<file path="src/rtl/tes_pkg.sv">
package tes_pkg;

   localparam int DEF_TIMER_SLOTS = 16;
   localparam int DEF_MAX_FIRES   = 63;
   localparam int TIME_W          = 64;
   localparam int SLOT_W          = 4;
   localparam int MS_W            = 32;

   localparam logic [1:0] MODE_SET_TIME = 2'd0;
   localparam logic [1:0] MODE_START    = 2'd1;
   localparam logic [1:0] MODE_STOP     = 2'd2;
   localparam logic [1:0] MODE_TIMEOUT  = 2'd3;

   localparam logic [TIME_W-1:0] TIME_MAX = {TIME_W{1'b1}};
   localparam logic [19:0]       NS_PER_MS = 20'd1000000;

   typedef enum logic [2:0] {
      ST_IDLE,
      ST_MUL,
      ST_APPLY,
      ST_SCAN,
      ST_DECIDE,
      ST_FIRE,
      ST_REPORT
   } state_type;

   // saturating 64-bit add
   function automatic logic [TIME_W-1:0] sat_add(input logic [TIME_W-1:0] a,
                                                 input logic [TIME_W-1:0] b);
      logic [TIME_W:0] s;
      s = {1'b0, a} + {1'b0, b};
      return s[TIME_W] ? TIME_MAX : s[TIME_W-1:0];
   endfunction

endpackage

</file>
<file path="src/rtl/tes_min_scan.sv">
module tes_min_scan #(
   parameter int TIMER_SLOTS = tes_pkg::DEF_TIMER_SLOTS,
   parameter int IDX_W = (TIMER_SLOTS > 1) ? $clog2(TIMER_SLOTS) : 1
) (
   input  logic                        clock,
   input  logic                        reset,
   input  logic                        start,
   input  logic                        step_armed,
   input  logic [tes_pkg::TIME_W-1:0]  step_deadline,
   input  logic [IDX_W-1:0]            step_index,
   output logic                        best_valid,
   output logic [IDX_W-1:0]            best_index,
   output logic [tes_pkg::TIME_W-1:0]  best_deadline
);
   import tes_pkg::*;

   logic             best_valid_ff, best_valid_in;
   logic [IDX_W-1:0] best_index_ff, best_index_in;
   logic [TIME_W-1:0] best_deadline_ff, best_deadline_in;

   // one compare per cycle, strict less keeps the lower slot on ties
   always_comb begin
      best_valid_in    = start ? 1'b0 : best_valid_ff;
      best_index_in    = best_index_ff;
      best_deadline_in = best_deadline_ff;
      if (step_armed && (!best_valid_in || step_deadline < best_deadline_ff)) begin
         best_valid_in    = 1'b1;
         best_index_in    = step_index;
         best_deadline_in = step_deadline;
      end
   end

   always_ff @(posedge clock) begin
      if (reset) begin
         best_valid_ff <= 1'b0;
      end else begin
         best_valid_ff <= best_valid_in;
      end
      best_index_ff    <= best_index_in;
      best_deadline_ff <= best_deadline_in;
   end

   assign best_valid    = best_valid_ff;
   assign best_index    = best_index_ff;
   assign best_deadline = best_deadline_ff;

endmodule

</file>
<file path="src/rtl/timer_expiry_scheduler_core.sv">
// Timer expiry scheduler. One request is taken at a time, and req_ready is low
// while it runs. Each request, after acceptance, passes through the multiply,
// apply, scan, decide and report steps, and a set-time request adds a fire,
// rescan and decide step for each firing. Fire and report cycles also wait
// while the result register still holds an earlier result that rsp_ready has
// not taken. One shared compare unit walks the slot table one entry per cycle
// to find the earliest armed deadline. Each request returns its firings
// (is_fire=1) in deadline order, then one closing report with rsp_last=1. The
// deadline and period tables are registers, written at one slot and read at
// the scan index each cycle.
module timer_expiry_scheduler_core #(
   parameter int TIMER_SLOTS = tes_pkg::DEF_TIMER_SLOTS,
   parameter int MAX_FIRES   = tes_pkg::DEF_MAX_FIRES
) (
   input  logic                            clock,
   input  logic                            reset,
   input  logic                            req_valid,
   output logic                            req_ready,
   input  logic [1:0]                      req_mode,
   input  logic [tes_pkg::SLOT_W-1:0]      req_slot,
   input  logic [tes_pkg::TIME_W-1:0]      req_now_value,
   input  logic                            req_start_given,
   input  logic [tes_pkg::TIME_W-1:0]      req_start_time,
   input  logic                            req_interval_given,
   input  logic [tes_pkg::TIME_W-1:0]      req_interval_ns,
   input  logic signed [tes_pkg::MS_W-1:0] req_timeout_ms,
   output logic                            rsp_valid,
   input  logic                            rsp_ready,
   output logic                            rsp_is_fire,
   output logic [tes_pkg::SLOT_W-1:0]      rsp_fired_slot,
   output logic                            rsp_notify,
   output logic                            rsp_next_valid,
   output logic [tes_pkg::TIME_W-1:0]      rsp_next_deadline,
   output logic                            rsp_overflow,
   output logic                            rsp_last
);
   import tes_pkg::*;

   localparam int IDX_W = (TIMER_SLOTS > 1) ? $clog2(TIMER_SLOTS) : 1;
   localparam int CNT_W = $clog2(TIMER_SLOTS + 1);
   localparam int FC_W  = $clog2(MAX_FIRES + 1);

   // slot tables
   logic [TIMER_SLOTS-1:0] armed_ff;
   logic [TIME_W-1:0]      deadline_ff [TIMER_SLOTS];
   logic [TIME_W-1:0]      period_ff [TIMER_SLOTS];
   logic [TIME_W-1:0]      now_ff;
   logic [TIME_W-1:0]      earliest_ff;

   // request registers
   logic [1:0]        mode_ff;
   logic [SLOT_W-1:0] slot_ff;
   logic              sg_ff, ig_ff;
   logic [TIME_W-1:0] stime_ff, per_ff;
   logic [MS_W-1:0]   tms_ff;
   logic [TIME_W-1:0] prod_ff;

   state_type         state_ff, state_in;
   logic [CNT_W-1:0]  scan_ff, scan_in;
   logic [FC_W-1:0]   fires_ff;
   logic              notify_ff, ovf_ff;

   logic              rsp_valid_ff, rsp_is_fire_ff, rsp_notify_ff;
   logic              rsp_next_valid_ff, rsp_overflow_ff, rsp_last_ff;
   logic [SLOT_W-1:0] rsp_slot_ff;
   logic [TIME_W-1:0] rsp_deadline_ff;

   logic              best_valid;
   logic [IDX_W-1:0]  best_index;
   logic [TIME_W-1:0] best_deadline;
   logic              scan_start, scan_step;
   logic [IDX_W-1:0]  scan_idx;
   logic              slot_ok;
   logic [IDX_W-1:0]  req_idx;
   logic              out_free;
   logic              rsp_load;
   logic              arm_req;

   assign scan_idx  = scan_ff[IDX_W-1:0];
   assign scan_step = (state_ff == ST_SCAN) && (scan_ff < CNT_W'(TIMER_SLOTS));
   assign slot_ok   = ({{(32-SLOT_W){1'b0}}, slot_ff} < 32'(TIMER_SLOTS));
   assign req_idx   = IDX_W'(slot_ff);
   assign out_free  = !rsp_valid_ff || rsp_ready;
   assign rsp_load  = ((state_ff == ST_FIRE) || (state_ff == ST_REPORT)) && out_free;
   assign arm_req   = (mode_ff == MODE_START && (sg_ff || ig_ff))
                      || (mode_ff == MODE_TIMEOUT && !tms_ff[MS_W-1]);

   tes_min_scan #(
      .TIMER_SLOTS (TIMER_SLOTS),
      .IDX_W       (IDX_W)
   ) u_scan (
      .clock         (clock),
      .reset         (reset),
      .start         (scan_start),
      .step_armed    (scan_step && armed_ff[scan_idx]),
      .step_deadline (deadline_ff[scan_idx]),
      .step_index    (scan_idx),
      .best_valid    (best_valid),
      .best_index    (best_index),
      .best_deadline (best_deadline)
   );

   // next state
   always_comb begin
      state_in = state_ff;
      unique case (state_ff)
         ST_IDLE:   if (req_valid) state_in = ST_MUL;
         ST_MUL:    state_in = ST_APPLY;
         ST_APPLY:  state_in = ST_SCAN;
         ST_SCAN:   if (!scan_step) state_in = ST_DECIDE;
         ST_DECIDE: begin
            if (mode_ff == MODE_SET_TIME && best_valid && best_deadline <= now_ff
                && fires_ff < FC_W'(MAX_FIRES)) state_in = ST_FIRE;
            else state_in = ST_REPORT;
         end
         ST_FIRE:   if (out_free) state_in = ST_SCAN;
         ST_REPORT: if (out_free) state_in = ST_IDLE;
         default:   state_in = ST_IDLE;
      endcase
   end

   // scan control
   always_comb begin
      scan_start = (state_ff == ST_APPLY) || (state_ff == ST_FIRE && out_free);
      scan_in    = scan_start ? '0 : (scan_step ? scan_ff + 1'b1 : scan_ff);
   end

   assign req_ready = (state_ff == ST_IDLE);

   // control registers
   always_ff @(posedge clock) begin
      if (reset) begin
         state_ff     <= ST_IDLE;
         scan_ff      <= '0;
         rsp_valid_ff <= 1'b0;
         armed_ff     <= '0;
         now_ff       <= '0;
         earliest_ff  <= '0;
      end else begin
         state_ff <= state_in;
         scan_ff  <= scan_in;
         // result register: load a new result or drop the accepted one
         if (rsp_load) rsp_valid_ff <= 1'b1;
         else if (rsp_ready) rsp_valid_ff <= 1'b0;
         unique case (state_ff)
            ST_IDLE: if (req_valid) begin
               mode_ff   <= req_mode;
               slot_ff   <= req_slot;
               sg_ff     <= req_start_given;
               ig_ff     <= req_start_given ? req_interval_given : req_interval_given;
               stime_ff  <= req_start_time;
               per_ff    <= req_interval_given ? req_interval_ns : '0;
               tms_ff    <= req_timeout_ms;
               fires_ff  <= '0;
               notify_ff <= 1'b0;
               ovf_ff    <= 1'b0;
               if (req_mode == MODE_SET_TIME) now_ff <= req_now_value;
            end
            ST_MUL: prod_ff <= {{(TIME_W-MS_W){1'b0}}, tms_ff} * {{(TIME_W-20){1'b0}}, NS_PER_MS};
            ST_APPLY: if (mode_ff != MODE_SET_TIME && slot_ok) begin
               // an arming request notifies; a stop of an armed slot notifies if something stays armed
               if (arm_req
                   || (armed_ff[req_idx] && (armed_ff & ~(TIMER_SLOTS'(1) << req_idx)) != '0))
                  notify_ff <= 1'b1;
               if (mode_ff == MODE_START && (sg_ff || ig_ff)) begin
                  armed_ff[req_idx]    <= 1'b1;
                  deadline_ff[req_idx] <= sg_ff ? stime_ff : sat_add(now_ff, per_ff);
                  period_ff[req_idx]   <= per_ff;
               end else if (mode_ff == MODE_TIMEOUT && !tms_ff[MS_W-1]) begin
                  armed_ff[req_idx]    <= 1'b1;
                  deadline_ff[req_idx] <= sat_add(now_ff, prod_ff);
                  period_ff[req_idx]   <= '0;
               end else begin
                  armed_ff[req_idx]    <= 1'b0;
               end
            end
            ST_DECIDE: begin
               if (mode_ff == MODE_SET_TIME && best_valid && best_deadline <= now_ff
                   && fires_ff >= FC_W'(MAX_FIRES)) ovf_ff <= 1'b1;
            end
            ST_FIRE: if (out_free) begin
               rsp_is_fire_ff    <= 1'b1;
               rsp_slot_ff       <= SLOT_W'(best_index);
               rsp_notify_ff     <= 1'b0;
               rsp_next_valid_ff <= 1'b0;
               rsp_deadline_ff   <= '0;
               rsp_overflow_ff   <= 1'b0;
               rsp_last_ff       <= 1'b0;
               fires_ff          <= fires_ff + 1'b1;
               if (period_ff[best_index] != '0)
                  deadline_ff[best_index] <= sat_add(best_deadline, period_ff[best_index]);
               else
                  armed_ff[best_index] <= 1'b0;
            end
            ST_REPORT: if (out_free) begin
               rsp_is_fire_ff    <= 1'b0;
               rsp_slot_ff       <= '0;
               rsp_notify_ff     <= notify_ff || (mode_ff == MODE_SET_TIME && best_valid);
               rsp_next_valid_ff <= best_valid;
               rsp_deadline_ff   <= best_valid ? best_deadline : '0;
               rsp_overflow_ff   <= ovf_ff;
               rsp_last_ff       <= 1'b1;
               if (best_valid) earliest_ff <= best_deadline;
            end
            default: ;
         endcase
      end
   end

   assign rsp_valid         = rsp_valid_ff;
   assign rsp_is_fire       = rsp_is_fire_ff;
   assign rsp_fired_slot    = rsp_slot_ff;
   assign rsp_notify        = rsp_notify_ff;
   assign rsp_next_valid    = rsp_next_valid_ff;
   assign rsp_next_deadline = rsp_deadline_ff;
   assign rsp_overflow      = rsp_overflow_ff;
   assign rsp_last          = rsp_last_ff;

   // checks
   a_fire_budget: assert property (@(posedge clock) disable iff (reset)
      fires_ff <= FC_W'(MAX_FIRES) || state_ff == ST_IDLE)
      else $error("fire count beyond limit");
   a_busy_no_ready: assert property (@(posedge clock) disable iff (reset)
      (req_valid && req_ready) |=> !req_ready)
      else $error("ready while busy");
   a_report_ends: assert property (@(posedge clock) disable iff (reset)
      (state_ff == ST_REPORT && out_free) |=> (rsp_valid && rsp_last && req_ready))
      else $error("report not issued");
   a_earliest_tracks: assert property (@(posedge clock) disable iff (reset)
      (rsp_valid && rsp_last && rsp_next_valid && !$past(rsp_valid && !rsp_ready))
      |-> earliest_ff == rsp_next_deadline)
      else $error("earliest deadline mismatch");

endmodule
</file>
<file path="config.mk">
export PLATFORM = sky130hd
export DESIGN_NAME = timer_expiry_scheduler_core
export DESIGN_NICKNAME = d
export VERILOG_FILES = /design/src/rtl/tes_pkg.sv /design/src/rtl/tes_min_scan.sv /design/src/rtl/timer_expiry_scheduler_core.sv
export SDC_FILE = /design/constraint.sdc
export NUM_CORES = 2
export LEC_CHECK = 0
export BUFFER_PORTS_ARGS = -buffer_cell sky130_fd_sc_hd__buf_2
export CORE_MARGIN = 3
export CORE_UTILIZATION = 60
export DETAILED_ROUTE_END_ITERATION = 10
export PLACE_DENSITY = 0.85
export SLEW_MARGIN = 20
export SYNTH_ARGS = -nofsm -noshare
export SYNTH_HDL_FRONTEND = slang
export SYNTH_HIERARCHICAL = 1
export SYNTH_SLANG_ARGS = --single-unit
</file>
<file path="constraint.sdc">
create_clock -name clock -period 25 [get_ports clock]
set_clock_uncertainty 0.1 [all_clocks]
set_input_delay 1.25 -clock clock [delete_from_list [all_inputs] [get_ports clock]]
set_output_delay 1.25 -clock clock [all_outputs]
set_load 0.02 [all_outputs]
</file>
==> impl_metrics.py <==
metrics = {
    "synthesis": {
        "netlist_area_um2": 115000,
        "syn_avg_cell_area_um2": 16.1,
        "ys_top_cells_by_count": "2411 x edfxtp_1, 586 x mux4_2, 456 x ha_1, 412 x nand2_1, 386 x inv_1",
        "synth_compound_area_share_pct": 7.36,
        "synth_seq_cells": 2505,
        "synth_top_family_by_area": "multiplexers",
        "syn_nets": 7984,
        "synth-edff-count": 2411,
        "synthAdderAreaFrac_pct": 7.34,
        "syn_inst": 7154,
        "yosys.area_share.simple_pct": 5.29,
        "synthTopCellsByArea": "edfxtp_1 63%, mux4_2 11%, ha_1 4.9%",
        "synth_xor_area_share_pct": 1.66,
        "synth_most_common_cell": "edfxtp_1",
        "yosysTopAreaCellShare_pct": 62.8,
        "yosys_warnings": 6,
        "synth_area_leader_cell": "edfxtp_1",
        "ys_seq_area_share_pct": 64.4,
        "ys_types": 90,
        "ys_async_sr_fraction_pct": 0,
        "synth.area.mux_share_pct": 11.5,
        "synthFlopType": "edfxtp_1",
    },
    "layout": {
        "utilization_pct": 67.4,
        "final_layout_size_suffix_gt1_share_pct": 19.5,
        "stdcell_area_um2": 128000,
        "nNetsFinal": 8346,
        "stdcell_count": 10300,
        "syn2layout_area_growth_pct": 11.4,
    },
    "critical_path": {
        "crit_end": "deadline_ff[6][20]$_DFFE_PP_",
        "crit_path_end_kind": "register",
        "r2r_start": "u_scan/best_index[1]$_DFFE_PP_",
        "worst-path-max-fanout": 134,
        "crit_path_start": "u_scan/best_index[1]$_DFFE_PP_",
        "cp.required_ns": 25.52,
        "startpoint_type": "register",
        "r2r_slack_ns": 15.93,
        "cp.arrival_ns": 9.60,
        "critical_path_class": "register to register",
        "reg2reg_depth": 21,
        "worstReg2RegEnd": "deadline_ff[6][20]$_DFFE_PP_",
    },
    "drt": {
        "vias": 74700,
        "drc": 0,
        "vias_per_cell": 7.26,
        "antenna_left": 0,
        "wl_per_cell_um": 38.2,
        "drtPass1Iterations": 8,
        "dr.first_iter.drc_count": 12000,
        "wirelength_um": 393000,
    },
    "sta": {
        "grt_setup_unrepaired": "false",
        "finalWorstPathRequiredPeriod_ns": 9.07,
        "final.period_utilization_pct": 36.3,
        "slew-limit-headroom_pct": 9.85,
        "setup_viol": 0,
        "hold_slack_ns": 0.385,
        "fmax_mhz": 110,
        "worst_slew_pin_slew_ns": 1.35,
        "fin_setup_tns_ns": 0,
        "drv_slew": 0,
        "hold_viol": 0,
        "setup_slack_ns": 15.93,
    },
    "floorplanning": {
        "initial_core_util_pct": 60.5,
        "core-area_um2": 191000,
        "rows": 160,
        "top_level_ports": 311,
        "die-area_um2": 198000,
        "die_x_um": 444,
        "die_height_um": 444,
    },
    "global_routing": {
        "grt_pass1_wl_um": 549000,
        "grt_max_degree": 135,
        "grt-ovfl-total": 0,
        "grt_pass1_vias": 73700,
        "grt_usage_pct": 39.9,
        "antenna_found_initial": 69,
    },
    "cts": {
        "cts_root_buffer": "clkbuf_16",
        "cts_num_sinks": 2505,
        "post_cts_resized": 0,
        "cts_setup_buffers": 0,
        "hold_buffers": 0,
        "cts_made_buffers": 238,
        "tritoncts": "yes",
        "cts_buffer_depth": 3,
        "clk_latency_ns": 0.92,
        "clk_pin_slew_ns": 0.07,
        "cts_max_level": 4,
    },
    "placed_design": {
        "place_hpwl_um": 250000,
        "place_area_um2": 120000,
        "place_congestion": 1.01,
        "io_buffers": 310,
        "dpl_worst_slack_ns": 16.12,
        "placed_cells": 9773,
    },
    "power": {
        "p_per_area_nw_per_um2": 88.3,
        "power.total_mw": 11.3,
        "power_leakage_nw": 44.7,
        "irDropWorstVdd_mv": 0.168,
    },
    "status": {
        "status": "completed",
    },
    "job": {
        "cap_violations": 0,
    },
    "min_path": {
        "hp-class": "register to register",
    },
}
## layer usage
layer  vias up  share of wire, %  global-route usage (%)
met5         -             0.076                   0.440
met4        39               9.8                    30.4
met3      1884                15                    16.2
met2      6995                45                    59.2
met1     36800                31                    46.7
li1      29000                 -                       -
## how the worst min path moves through the flow
stage	startpoint	endpoint	slack (ns)	cells after the start
2_1_floorplan	scan_ff[2]$_SDFFE_PP0P_	u_scan/best_index[2]$_DFFE_PP_	0.31	0
3_3_place_gp	now_ff[59]$_SDFFE_PP0P_	now_ff[59]$_SDFFE_PP0P_	0.37	2
3_5_place_dp	now_ff[58]$_SDFFE_PP0P_	now_ff[58]$_SDFFE_PP0P_	0.37	2
4_1_cts	req_start_time[59]	stime_ff[59]$_DFFE_PP_	0.37	1
5_1_grt	req_start_time[59]	stime_ff[59]$_DFFE_PP_	0.39	1
6_report	now_ff[58]$_SDFFE_PP0P_	now_ff[58]$_SDFFE_PP0P_	0.39	2
## cell families (layout without fill, tap and decap cells)
family,after synthesis,count (layout)
AO/OA/AOI/OAI,1283,1283
XOR/XNOR,218,218
adder cells (fa/ha/maj),594,594
buffers and inverters,715,1288
flip-flops,2505,2505
multiplexers,591,591
other,0,53
AND/OR/NAND/NOR,1248,1248
## power breakdown
group | total, mW | internal, mW | switching [mW]
Sequential | 4.98 | 4.87 | 0.111
Clock | 3.73 | 2.06 | 1.67
Combinational | 2.63 | 1.05 | 1.58
Total | 11.3 | 7.98 | 3.36
## worst max-delay path: stages (launching register included)
cell      delay (ns)
edfxtp_1        0.32
buf_4           0.36
buf_4           0.81
buf_12          0.51
buf_4           0.70
mux4_2          0.44
a22oi_1         0.24
nand2_1         0.26
ha_1            0.44
a21o_1          0.21
a311oi_1        0.25
or3_1           0.17
o211ai_1        0.17
or2_2           0.32
o211ai_1        0.37
a211oi_1        0.12
or4_2           0.55
buf_4           0.32
nor2_4          0.64
buf_4           0.58
a22oi_1         0.28
clkbuf_4        0.32
## cell usage in the layout, fill, tap and decap left out, types with 35 or more instances in the layout
master	netlist	routed
clkbuf_1	248	53
inv_1	386	385
nand4_1	71	71
clkinv_2	0	39
nor2_4	0	35
clkbuf_16	0	238
clkinv_1	1	38
o21ai_0	166	160
o21bai_1	48	48
ha_1	456	456
and3_1	87	87
a21o_1	169	169
nand3_1	67	67
buf_4	3	124
nor2_1	233	197
o22ai_1	44	42
xor2_1	74	74
a21oi_1	368	363
and2_1	147	146
mux4_2	586	586
xnor2_1	144	142
diode_2	0	53
edfxtp_1	2411	2411
fa_1	138	138
buf_2	28	312
nor3_1	62	58
dfxtp_1	94	89
a22oi_1	167	165
nand2_1	412	412
a2bb2oi_1	40	39
## state kept, by name, indices dropped and copies added, names as in the netlist, 46 cells and up, named ones only
signal                flops
deadline_ff            1024
now_ff                   64
per_ff                   64
period_ff              1024
prod_ff                  46
rsp_next_deadline        64
stime_ff                 64
u_scan/best_deadline     64
## layout make-up
| cell class | instances | area [um^2] |
|---|---|---|
| flip-flops and latches | 2505 | 74300 |
| fillers | 11900 | 62200 |
| multi-input cells | 3934 | 38700 |
| clock buffers | 300 | 6280 |
| well taps | 2511 | 3140 |
| repair buffers | 450 | 2690 |
| clock inverters | 151 | 1720 |
| inverters | 387 | 1450 |
| diodes | 53 | 133 |
No activity file was read; power rests on OpenSTA's default activity.
